===== src/tab_pkg.sv =====
package tab_pkg;

  // Field widths of the channels.
  localparam int ADDRESS_W = 16;
  localparam int LENGTH_W  = 16;

  // Default sizes of the bitmap.
  localparam int ADDRESS_BITS_DEF = 16;
  localparam int WORD_BITS_DEF    = 64;

  // Operation codes.
  localparam logic OP_MARK  = 1'b0;
  localparam logic OP_QUERY = 1'b1;

  // Commands from the controller to the datapath.
  typedef struct packed {
    logic load;       // take a new item and read its first word
    logic rd_word;    // read the current word of a run
    logic wr_mark;    // write the current word with the run mask and advance
    logic wr_clear;   // write zeros to the current word and advance
    logic out_load;   // capture the queried bit into the result register
  } tab_cmd_t;

  // Status from the datapath to the controller.
  typedef struct packed {
    logic last_chunk; // the current word finishes the run
    logic last_word;  // the clearing pass is at the top word
  } tab_status_t;

endpackage


===== src/tab_controller.sv =====
module tab_controller (
  input  logic                 clk_i,
  input  logic                 rst_ni,
  input  logic                 in_valid_i,
  input  logic                 in_op_i,
  output logic                 in_ready_o,
  input  logic                 out_ready_i,
  output logic                 out_valid_o,
  output tab_pkg::tab_cmd_t    cmd_o,
  input  tab_pkg::tab_status_t st_i
);
  import tab_pkg::*;

  typedef enum logic [4:0] {
    S_CLEAR   = 5'b00001,
    S_IDLE    = 5'b00010,
    S_MARK_RD = 5'b00100,
    S_MARK_WR = 5'b01000,
    S_QUERY   = 5'b10000
  } state_e;

  state_e state_q, state_d;
  logic   out_valid_q, out_valid_d;
  logic   accept;

  assign in_ready_o = (state_q == S_IDLE);
  assign accept     = in_valid_i & in_ready_o;

  always_comb begin
    state_d = state_q;
    cmd_o   = '0;
    case (state_q)
      S_CLEAR: begin
        cmd_o.wr_clear = 1'b1;
        if (st_i.last_word) begin
          state_d = S_IDLE;
        end
      end
      S_IDLE: begin
        if (accept) begin
          cmd_o.load = 1'b1;
          state_d    = (in_op_i == OP_QUERY) ? S_QUERY : S_MARK_WR;
        end
      end
      S_MARK_RD: begin
        cmd_o.rd_word = 1'b1;
        state_d       = S_MARK_WR;
      end
      S_MARK_WR: begin
        cmd_o.wr_mark = 1'b1;
        state_d       = st_i.last_chunk ? S_IDLE : S_MARK_RD;
      end
      S_QUERY: begin
        if (!out_valid_q || out_ready_i) begin
          cmd_o.out_load = 1'b1;
          state_d        = S_IDLE;
        end
      end
      default: begin
        state_d = S_IDLE;
      end
    endcase
  end

  always_comb begin
    out_valid_d = out_valid_q;
    if (cmd_o.out_load) begin
      out_valid_d = 1'b1;
    end else if (out_ready_i) begin
      out_valid_d = 1'b0;
    end
  end

  always_ff @(posedge clk_i or negedge rst_ni) begin
    if (!rst_ni) begin
      state_q     <= S_CLEAR;
      out_valid_q <= 1'b0;
    end else begin
      state_q     <= state_d;
      out_valid_q <= out_valid_d;
    end
  end

  assign out_valid_o = out_valid_q;

  // An accepted query goes straight to the result step.
  a_query_next: assert property (@(posedge clk_i) disable iff (!rst_ni)
    (accept && in_op_i == OP_QUERY) |=> (state_q == S_QUERY))
    else $error("query did not reach the result step");

  // A new result never overwrites one that is still waiting.
  a_no_overwrite: assert property (@(posedge clk_i) disable iff (!rst_ni)
    cmd_o.out_load |-> (!out_valid_q || out_ready_i))
    else $error("result register overwritten");

  // A result is produced only by a query.
  a_result_from_query: assert property (@(posedge clk_i) disable iff (!rst_ni)
    $rose(out_valid_q) |-> ($past(state_q) == S_QUERY))
    else $error("result without a query");

endmodule

===== config.mk =====
export PLATFORM = sky130hd
export DESIGN_NAME = tab_controller
export DESIGN_NICKNAME = d
export VERILOG_FILES = /design/src/tab_pkg.sv /design/src/tab_controller.sv
export SDC_FILE = /design/constraint.sdc
export NUM_CORES = 1
export LEC_CHECK = 0
export BUFFER_PORTS_ARGS = -buffer_cell sky130_fd_sc_hd__clkbuf_2
export CORE_AREA = 8 8 45 47
export CTS_BUF_LIST = sky130_fd_sc_hd__clkbuf_16
export DETAILED_ROUTE_END_ITERATION = 12
export DIE_AREA = 0 0 53 55
export GPL_ROUTABILITY_DRIVEN = 0
export PLACE_DENSITY = 0.55
export SETUP_SLACK_MARGIN = 0.15
export SLEW_MARGIN = 40
export SYNTH_ARGS = -nofsm -noshare
export SYNTH_HDL_FRONTEND = slang
export SYNTH_SLANG_ARGS = --single-unit

===== constraint.sdc =====
create_clock -name clk_i -period 1.9 [get_ports clk_i]
set_clock_uncertainty 0.1 [all_clocks]
set_input_delay 0 -clock clk_i [delete_from_list [all_inputs] [get_ports clk_i]]
set_output_delay 0 -clock clk_i [all_outputs]
set_load 0.02 [all_outputs]

==> results of run 1 <==
[flip-flops by register name, summed over array words and instances, names as in the netlist]
| signal | flops |
|---|---|
| out_valid_o | 1 |
| state_q | 5 |
[layout make-up]
cell class / instances / area, µm²
well taps: 16 / 20.0
multi-input cells: 26 / 188
repair buffers: 23 / 158
flip-flops and latches: 6 / 155
clock buffers: 3 / 75.1
inverters: 1 / 3.75
clock inverters: 1 / 3.75
fillers: 144 / 781
[worst max-delay path by stage]
stage / from / to / slack [ns] / depth (start not counted)
floorplan: state_q[1] / cmd_o[0] / 0.37 / 4
global placement: state_q[1] / cmd_o[0] / 0.28 / 4
detailed placement: state_q[1] / cmd_o[0] / 0.28 / 4
CTS: state_q[3] / cmd_o[0] / 0.14 / 4
global route: state_q[3] / cmd_o[0] / 0.15 / 4
finish: state_q[3] / cmd_o[0] / 0.19 / 4
[through the flow]
step                      hold WS, ns  std cells
after floorplan                -0.396         34
after global placement         -0.267         62
after detailed placement       -0.266         62
after CTS                      0.0330         76
after global routing           0.0573         76
final                          0.0406         76
[cells by family (layout without fill, tap and decap cells)]
group | count (synthesis) | in the layout
and+or+nand+nor | 21 | 21
AOI/OAI and AO/OA | 5 | 5
buffers and inverters | 2 | 28
DFF | 6 | 6
[metal layers]
metal,routed length [µm],up-vias,global-route usage (%)
met4,22,0,7.76
met1,400,168,7.82
met2,422,14,12.3
li1,-,179,-
met5,0,-,0
met3,109,2,3.48
[cell usage after synthesis (all sizes together)]
cell type,number,area share [%]
o21ai,1,1.4
o311a,1,2.9
buf,1,2.1
nor2,5,5.4
nand3,1,1.4
nand2b,2,3.6
nor2b,3,5.4
a2111oi,1,2.5
o32ai,1,2.5
dfrtp,5,36
and3,1,1.8
and2,1,1.8
nand4bb,2,6.4
a31o,1,2.5
nor3b,2,4.3
nor4,1,1.8
dfstp,1,7.5
inv,1,1.1
nor4b,1,4.3
or3,1,3.2
or3b,1,2.5
[cells in the final DEF (no fill, tap or decap)]
cell / netlist / layout
clkbuf_2: 0 / 12
dlygate4sd3_1: 0 / 6
nor2_1: 5 / 5
buf_4: 1 / 5
nor2b_1: 3 / 3
clkbuf_16: 0 / 3
dfrtp_2: 0 / 3
nand2b_1: 2 / 2
inv_1: 1 / 2
nor3b_1: 2 / 2
nand4bb_1: 2 / 2
dfrtp_1: 5 / 2
and3_1: 1 / 1
nor4_1: 1 / 1
nand3_1: 1 / 1
or3_4: 1 / 1
or3b_1: 1 / 1
and2_1: 1 / 1
nor4b_2: 1 / 1
o21ai_0: 1 / 1
o311a_1: 1 / 1
o32ai_1: 1 / 1
a2111oi_0: 1 / 1
a31o_1: 1 / 1
dfstp_2: 1 / 1
[power by group through the flow]
stage | clock, mW | sequential, mW | combinational [mW]
5_1_grt | 0.355 | 0.181 | 0.301
2_1_floorplan | 0 | 0.190 | 0.147
6_report | 0.342 | 0.178 | 0.277
3_3_place_gp | 0 | 0.194 | 0.205
4_1_cts | 0.349 | 0.178 | 0.279
3_5_place_dp | 0 | 0.194 | 0.206
[repair_timing]
action,4_1_cts,5_1_grt
resized for setup,4,1
setup endpoints to repair,1,1
buffers inserted,4,0
pin swaps,3,1
hold buffers,6,0
hold endpoints to repair,11,0
==> results.md, run 1 <==
* Run status: finished, final reports clean
* Grt total ovfl at 0
* Worst reg2reg path startpoint: state_q[3]
* Synth Cell Area at 350 µm²
* Worst min path class: input pin to asynchronous set/reset pin
* Least-Margin Pin Slew at 0.427 ns
* TritonCTS clock tree: done
* Via density at 4.78
* Final Util at 43.6%
* Cell Chain, Critical Path: or3_4 > or3b_1 > nor2_1 > buf_4
* Initial DRC count at 1
* Internal at 0.564 mW
* Initial Utilization at 25.3%
* Clock Tree Root: clkbuf_16
* Synthesis-stage register bit count at 6
* Post-synthesis mux area share at 0%
* WP data arrival at 1.61 ns
* Crit-path max FO at 2
* Compound-Gate Fraction of Synth Area at 11.8%
* Final Hold Vio Count at 0
* Slowest stage delay, CP at 0.39 ns
* Crit start category: flip-flop
* Worst path required time at 1.80 ns
* Mapped Nets at 41
* Worst Setup End Kind: primary output
* H-tree levels at 1
* Final period util at 90.2%
* Final critical-path required period at 1.71 ns
* Clock buffer count from CTS at 3
* Initial antenna violation count at 0
* Core area at 0.00138 mm²
* Max VDD drop at 0.607 mV
* Clock network power share at 42.9%
* P_sw at 0.234 mW
* Buffers on Ports at 13
* Post-Synthesis Cells at 34
* Skew-Pair Late Insertion Delay at 0.23 ns
* Routed WL per cell at 12.6 µm
* Ratio of cells with drive above 1 in the final layout at 43.3%
* PD cells at 1320 mW/mm²
* Place WS at 0.276 ns
* Leak at 0.281 nW
* Comb power frac at 34.8%
* 1st-pass router iterations at 3
* DRC at 0
* Placement Cell Area at 428 µm²
* Slowest-stage cell, CP: dfrtp_2
* Die Wd at 53 µm
* Post-synthesis sequential area ratio at 43.2%
* Pins Over Slew Limit at 0
* Fmax at 583 MHz
* Main combinational cell family by area after synthesis: simple AND/OR/NAND/NOR gates
* Die area at 0.00292 mm²
* GR Util All Layers at 7.95%
* Max_cap viols at 0
* Sw frac at 29.3%
* Setup-failing EPs final at 0
* Via Count at 363
* Longest Clk Path Bufs at 2
* Area added between synthesis and finish at 72.1%
* Max-slew headroom at 70.8%
* Synth Area in Adders at 0%
* Largest net degree at the start of global routing at 8
* Syn. warnings at 0
* CTS clk-pin slew, worst paths at 0.03 ns
* First-pass GRT wire length at 1640 µm
* Cell variety after synth at 21
* R2R Path End: state_q[1]
* Final worst setup slack at 0.186 ns
* Top delay family on crit path: simple AND/OR/NAND/NOR gates
* ANT nets after route at 0
* Xor/xnor share of the synthesized area at 0%
* Reg2reg path depth at 4
* Fin nets at 68
* Sequential Power Share at 22.4%
* ANT cells at 0
* Crit path buf inv count at 1
* Avg Inst Size Synth at 10.3 µm²
* RSZ-0062 raised after global routing: true
* Final WL at 955 µm
* Simple-Gate Fraction of Synth Area at 41.8%
* Design area at 603 µm²
* Row cnt at 14
* Setup CP Type: flip-flop to primary output
* Total clock sinks at 6
* R2r setup slk at 0.29 ns
* Vias in the first global route at 390
* Final Power at 0.798 mW
* Final HPWL DP at 671 µm
* Die Y at 55 µm
* I/O pin total at 14
* Setup TNS at 0 ns
(Power assumes the default switching activity.)
==> run 2: changes to the inputs <==
--- a/config.mk
+++ b/config.mk
@@ -11,7 +11,7 @@
 export DETAILED_ROUTE_END_ITERATION = 12
 export DIE_AREA = 0 0 53 55
 export GPL_ROUTABILITY_DRIVEN = 0
-export PLACE_DENSITY = 0.55
+export PLACE_DENSITY = 0.56
 export SETUP_SLACK_MARGIN = 0.15
 export SLEW_MARGIN = 40
 export SYNTH_ARGS = -nofsm -noshare
==> constraint.sdc (replaced) <==
create_clock -name clk_i -period 1.4 [get_ports clk_i]
set_clock_uncertainty 0.1 [all_clocks]
set_input_delay 0 -clock clk_i [delete_from_list [all_inputs] [get_ports clk_i]]
set_output_delay 0 -clock clk_i [all_outputs]
set_load 0.02 [all_outputs]
==> results.md, run 2 (synthesis gave the netlist of run 1 again) <==
* Grt total ovfl at 0 (unchanged)
* Area added between synthesis and finish at 135% (was 72.1%)
* Largest net degree at the start of global routing at 8 (unchanged)
* Final worst setup slack at -0.337 ns (was 0.186 ns)
* Initial DRC count at 3 (was 1)
* Via density at 4.80 (was 4.78)
* Worst setup endpoint: cmd_o[0] (unchanged)
* Reg2reg path depth at 4 (unchanged)
* Placement Cell Area at 458 µm² (was 428 µm²)
* I/O pin total at 14 (unchanged)
* First-pass GRT wire length at 1860 µm (was 1640 µm)
* Max_cap viols at 0 (unchanged)
* Longest Clk Path Bufs at 2 (unchanged)
* TritonCTS clock tree: done (unchanged)
* Initial Utilization at 25.3% (unchanged)
* Ratio of cells with drive above 1 in the final layout at 67.6% (was 43.3%)
* Least-Margin Pin Slew at 0.257 ns (was 0.427 ns)
* Max reg flops at 5 (unchanged)
* DRC at 0 (unchanged)
* Final Util at 59.4% (was 43.6%)
* Commonest non-fill, non-tap cells in the layout: buf_4 (10), clkbuf_2 (7), dlygate4sd3_1 (6) (was clkbuf_2 (12), dlygate4sd3_1 (6), nor2_1 (5), buf_4 (5))
* R2r setup slk at -0.17 ns (was 0.29 ns)
* Clock buffer count from CTS at 3 (unchanged)
* Worst path required time at 1.30 ns (was 1.80 ns)
* Total clock sinks at 6 (unchanged)
* H-tree levels at 1 (unchanged)
* Failing checks: negative setup slack
* Fin nets at 76 (was 68)
* Routed WL per cell at 14.2 µm (was 12.6 µm)
* Initial antenna violation count at 0 (unchanged)
* ANT cells at 0 (unchanged)
* WP data arrival at 1.64 ns (was 1.61 ns)
* Design area at 822 µm² (was 603 µm²)
* Final Power at 1.40 mW (was 0.798 mW)
* R2R Path End: state_q[1] (unchanged)
* Final period util at 124%
* Die Wd at 53 µm (unchanged)
* Fmax at 576 MHz
* Clock Tree Root: clkbuf_16 (unchanged)
* Buffers on Ports at 13 (unchanged)
* Pins Over Slew Limit at 0 (unchanged)
* Final HPWL DP at 686 µm (was 671 µm)
* GR Util All Layers at 9.10% (was 7.95%)
* Setup CP Type: flip-flop to primary output (unchanged)
* 1st-pass router iterations at 4 (was 3)
* Max-slew headroom at 82.8% (was 70.8%)
* RSZ-0062 raised after global routing: true (unchanged)
* ANT nets after route at 0 (unchanged)
* Crit start category: flip-flop (unchanged)
* Crit-path max FO at 2 (unchanged)
* Crit path launch: state_q[1] (was state_q[3])
* Worst Setup End Kind: primary output (unchanged)
* Skew-Pair Late Insertion Delay at 0.23 ns (about the same)
* Run status: complete, but fails checks (was finished, final reports clean)
* Die Y at 55 µm (unchanged)
* Worst min path class: input pin to asynchronous set/reset pin (unchanged)
* PD cells at 1700 mW/mm² (was 1320 mW/mm²)
* Setup-failing EPs final at 6 (was 0)
* Row cnt at 14 (unchanged)
* Vias in the first global route at 420 (was 390)
* Via Count at 403 (was 363)
* Worst reg2reg path startpoint: state_q[1] (was state_q[3])
* Largest register by flop count: state_q (unchanged)
* Die area at 0.00292 mm² (unchanged)
* Max VDD drop at 1.15 mV (was 0.607 mV)
* FILL cells at 113 (was 144)
* Final critical-path required period at 1.74 ns
* Final WL at 1200 µm (was 955 µm)
* Core area at 0.00138 mm² (unchanged)
* CTS clk-pin slew, worst paths at 0.04 ns (was 0.03 ns)
* Final Hold Vio Count at 0 (unchanged)
* Leak at 0.362 nW (was 0.281 nW)
* Most common library cell in the layout ignoring fill and taps: buf_4 (was clkbuf_2)
==> run 2: cell count changes in the layout (fill, tap and decap cells not counted), moves of 2 or more <==
| cell | delta |
|---|---|
| dfrtp_1 | +2 |
| buf_4 | +5 |
| dfrtp_2 | -2 |
| nor2_4 | +3 |
| clkbuf_2 | -5 |
| buf_8 | +2 |
| buf_6 | +5 |
| nor2_1 | -4 |
==> run 2: routing by layer <==
layer | GRT usage (%) | up-vias | wire [µm]
li1 | - | 196 | -
met1 | 9.51 | 193 | 468
met2 | 14.1 | 12 | 655
met3 | 2.94 | 2 | 63
met4 | 9.05 | 0 | 8
met5 | 0 | - | 0
==> run 2: worst min path at each step <==
stage	end	slack [ns]	depth (start not counted)
2_1_floorplan	out_valid_o	-0.40	0
3_3_place_gp	state_q[3]	-0.27	1
3_5_place_dp	state_q[3]	-0.27	1
4_1_cts	state_q[3]	0.04	2
5_1_grt	state_q[3]	0.07	2
6_report	state_q[3]	0.05	2
==> run 2: what timing repair did <==
| action | CTS | global route |
|---|---|---|
| hold buffers | 6 | 0 |
| endpoints found under the hold margin | 11 | 0 |
| resized for setup | 27 | 13 |
| endpoints found under the setup margin | 11 | 12 |
| setup buffers | 4 | 4 |
| pin swaps | 7 | 5 |
| gates cloned | 0 | 0 |
==> run 2: area by class of cell <==
type                       count  area [µm²]  area share, %
clock buffer                   3        75.1           9.13
clock inverter                 1        3.75          0.457
inverter                       1        3.75          0.457
multi-input combinational     26         297           36.1
sequential                     6         153           18.6
tap                           16        20.0           2.44
timing repair buffer          31         270           32.9
==> run 2: power breakdown <==
part / switching (mW) / total [mW] / internal [mW]
combinational: 0.281 / 0.674 / 0.393
sequential: 0.0443 / 0.254 / 0.210
clock: 0.101 / 0.472 / 0.371
==> run 2: critical path, stage by stage (launching register included) <==
cell and delay, ns:
dfrtp_1 0.39, or3_4 0.39, or3b_4 0.40, nor2_4 0.11
buf_6 0.12
==> run 2: metrics by stage <==
stage / TNS [ns] / setup WS (ns) / std cells / hold WS, ns
finish: -1.00 / -0.337 / 84 / 0.0533
global route: -1.34 / -0.375 / 84 / 0.0727
CTS: -1.01 / -0.348 / 80 / 0.0403
detailed placement: -0.171 / -0.111 / 66 / -0.270
global placement: -0.140 / -0.0913 / 66 / -0.271
floorplan: -0.203 / -0.112 / 34 / -0.396
==> run 3: changes to the inputs <==
--- a/config.mk
+++ b/config.mk
@@ -11,7 +11,7 @@
 export DETAILED_ROUTE_END_ITERATION = 12
 export DIE_AREA = 0 0 53 55
 export GPL_ROUTABILITY_DRIVEN = 0
-export PLACE_DENSITY = 0.56
+export PLACE_DENSITY_LB_ADDON = 0.05
 export SETUP_SLACK_MARGIN = 0.15
 export SLEW_MARGIN = 40
 export SYNTH_ARGS = -nofsm -noshare
==> results.md, run 3 (synthesis gave the netlist of run 1 again) <==
* Run status: complete, but fails checks (unchanged)
* Failing checks: negative setup slack (unchanged)
* First-pass GRT wire length at 2060 µm (was 1860 µm)
* Largest net degree at the start of global routing at 8 (unchanged)
* Setup CP Type: flip-flop to primary output (unchanged)
* 1st-pass router iterations at 1 (was 4)
* H-tree levels at 1 (unchanged)
* Max VDD drop at 1.13 mV (was 1.15 mV)
* Worst min path class: input pin to asynchronous set/reset pin (unchanged)
* Fmax at 586 MHz (was 576 MHz)
* R2R Path End: state_q[1] (unchanged)
* Worst Setup End Kind: primary output (unchanged)
* Ratio of cells with drive above 1 in the final layout at 68.7% (was 67.6%)
* ANT nets after route at 0 (unchanged)
* Placed insts at 66 (unchanged)
* Comb power frac at 51.1% (was 48.1%)
* P_sw at 0.438 mW (was 0.426 mW)
* Fin nets at 75 (was 76)
* Post-route insts no fill at 83 (was 84)
* R2r setup slk at -0.23 ns (was -0.17 ns)
* Vias in the first global route at 470 (was 420)
* Commonest non-fill, non-tap cells in the layout: buf_4 (9), clkbuf_2 (7), dlygate4sd3_1 (6) (was buf_4 (10), clkbuf_2 (7), dlygate4sd3_1 (6))
* Initial Utilization at 25.3% (unchanged)
* ANT cells at 0 (unchanged)
* Largest register by flop count: state_q (unchanged)
* Sequential Power Share at 16.6% (was 18.2%)
* Final Hold Vio Count at 0 (unchanged)
* Reg2reg path depth at 5 (was 4)
* Crit-path max FO at 2 (unchanged)
* Max-slew headroom at 83.0% (was 82.8%)
* Via density at 4.84 (was 4.80)
* Clock Tree Root: clkbuf_16 (unchanged)
* PD cells at 1740 mW/mm² (was 1700 mW/mm²)
* Leak at 0.357 nW (was 0.362 nW)
* Worst reg2reg path startpoint: state_q[3] (was state_q[1])
* Final worst setup slack at -0.306 ns (was -0.337 ns)
* CTS clk-pin slew, worst paths at 0.03 ns (was 0.04 ns)
* Buffers on Ports at 13 (unchanged)
* Sw frac at 30.5% (about the same)
* Die Y at 55 µm (unchanged)
* FILL cells at 112 (was 113)
* Final Util at 59.7% (was 59.4%)
* WP data arrival at 1.61 ns (was 1.64 ns)
* TritonCTS clock tree: done (unchanged)
* Least-Margin Pin Slew at 0.255 ns (was 0.257 ns)
* Die area at 0.00292 mm² (unchanged)
* Row cnt at 14 (unchanged)
* Clock network power share at 32.4% (was 33.7%)
* Skew-Pair Late Insertion Delay at 0.23 ns (about the same)
* Worst path required time at 1.30 ns (about the same)
* RSZ-0062 raised after global routing: true (unchanged)
* Core area at 0.00138 mm² (unchanged)
* Final critical-path required period at 1.71 ns (was 1.74 ns)
* Longest Clk Path Bufs at 2 (unchanged)
* Final WL at 1260 µm (was 1200 µm)
* Setup-failing EPs final at 8 (was 6)
* I/O pin total at 14 (unchanged)
* Crit start category: flip-flop (unchanged)
* Max reg flops at 5 (unchanged)
* Pins Over Slew Limit at 0 (unchanged)
* DRC at 0 (unchanged)
* Most common library cell in the layout ignoring fill and taps: buf_4 (unchanged)
* Initial DRC count at 0 (was 3)
* Area added between synthesis and finish at 136% (was 135%)
* Die Wd at 53 µm (unchanged)
* Grt total ovfl at 0 (unchanged)
* GR Util All Layers at 9.74% (was 9.10%)
* Clock buffer count from CTS at 3 (unchanged)
* Total clock sinks at 6 (unchanged)
* Final HPWL DP at 746 µm (was 686 µm)
* Final hold slack at 0.0384 ns (was 0.0533 ns)
* Initial antenna violation count at 0 (unchanged)
* Via Count at 402 (was 403)
* Internal at 0.997 mW (was 0.974 mW)
* Routed WL per cell at 15.1 µm (was 14.2 µm)
* Max_cap viols at 0 (unchanged)
* Final period util at 122% (was 124%)
## run 3: cell type report
class,count,area (µm²),area share (%)
clock buffers,3,75.1,9.09
clock inverters,1,3.75,0.455
inverters,1,3.75,0.455
multi-input cells,26,307,37.1
flip-flops and latches,6,153,18.5
well taps,16,20.0,2.42
repair buffers,30,264,32.0
## run 3: power by group through the flow
stage	logic, mW	registers [mW]	clock network [mW]
floorplan	0.202	0.258	0
global placement	0.361	0.239	0
detailed placement	0.362	0.239	0
CTS	0.613	0.237	0.470
global route	0.787	0.242	0.486
finish	0.733	0.238	0.464
## run 3: worst max-delay path, stage by stage, from the launching register on
cell and delay [ns]:
dfrtp_1 0.39, or3_4 0.38, or3b_4 0.40, nor2_4 0.09
buf_6 0.12
## run 3: how the worst max path moves through the flow
stage               end  cells after the start        from
2_1_floorplan  cmd_o[0]                      4  state_q[2]
3_3_place_gp   cmd_o[0]                      4  state_q[2]
3_5_place_dp   cmd_o[0]                      4  state_q[2]
4_1_cts        cmd_o[0]                      4  state_q[1]
5_1_grt        cmd_o[0]                      4  state_q[3]
6_report       cmd_o[0]                      4  state_q[3]
## run 3: repair_timing
item,in CTS,in global routing
pin swaps,8,1
endpoints found under the hold margin,11,0
setup endpoints to repair,11,12
buffers inserted,5,2
gates resized for setup,27,16
hold buffers,6,0
## run 3: layer usage
metal	track usage, %	share of wire, %	vias up	wire length [µm]
li1	-	-	195	-
met3	2.94	6.4	2	81
met2	16.8	56	11	699
met1	9.62	36	194	457
met5	0	0	-	0
met4	7.76	1.5	0	19
## run 3: per-stage QoR
step	instance area [µm²]	TNS, ns	worst slack, ns	power [mW]
floorplan	350	-0.203	-0.112	0.459
global placement	458	-0.135	-0.0883	0.600
detailed placement	458	-0.152	-0.120	0.601
CTS	751	-1.01	-0.338	1.32
global route	826	-1.37	-0.354	1.51
finish	826	-0.965	-0.306	1.44
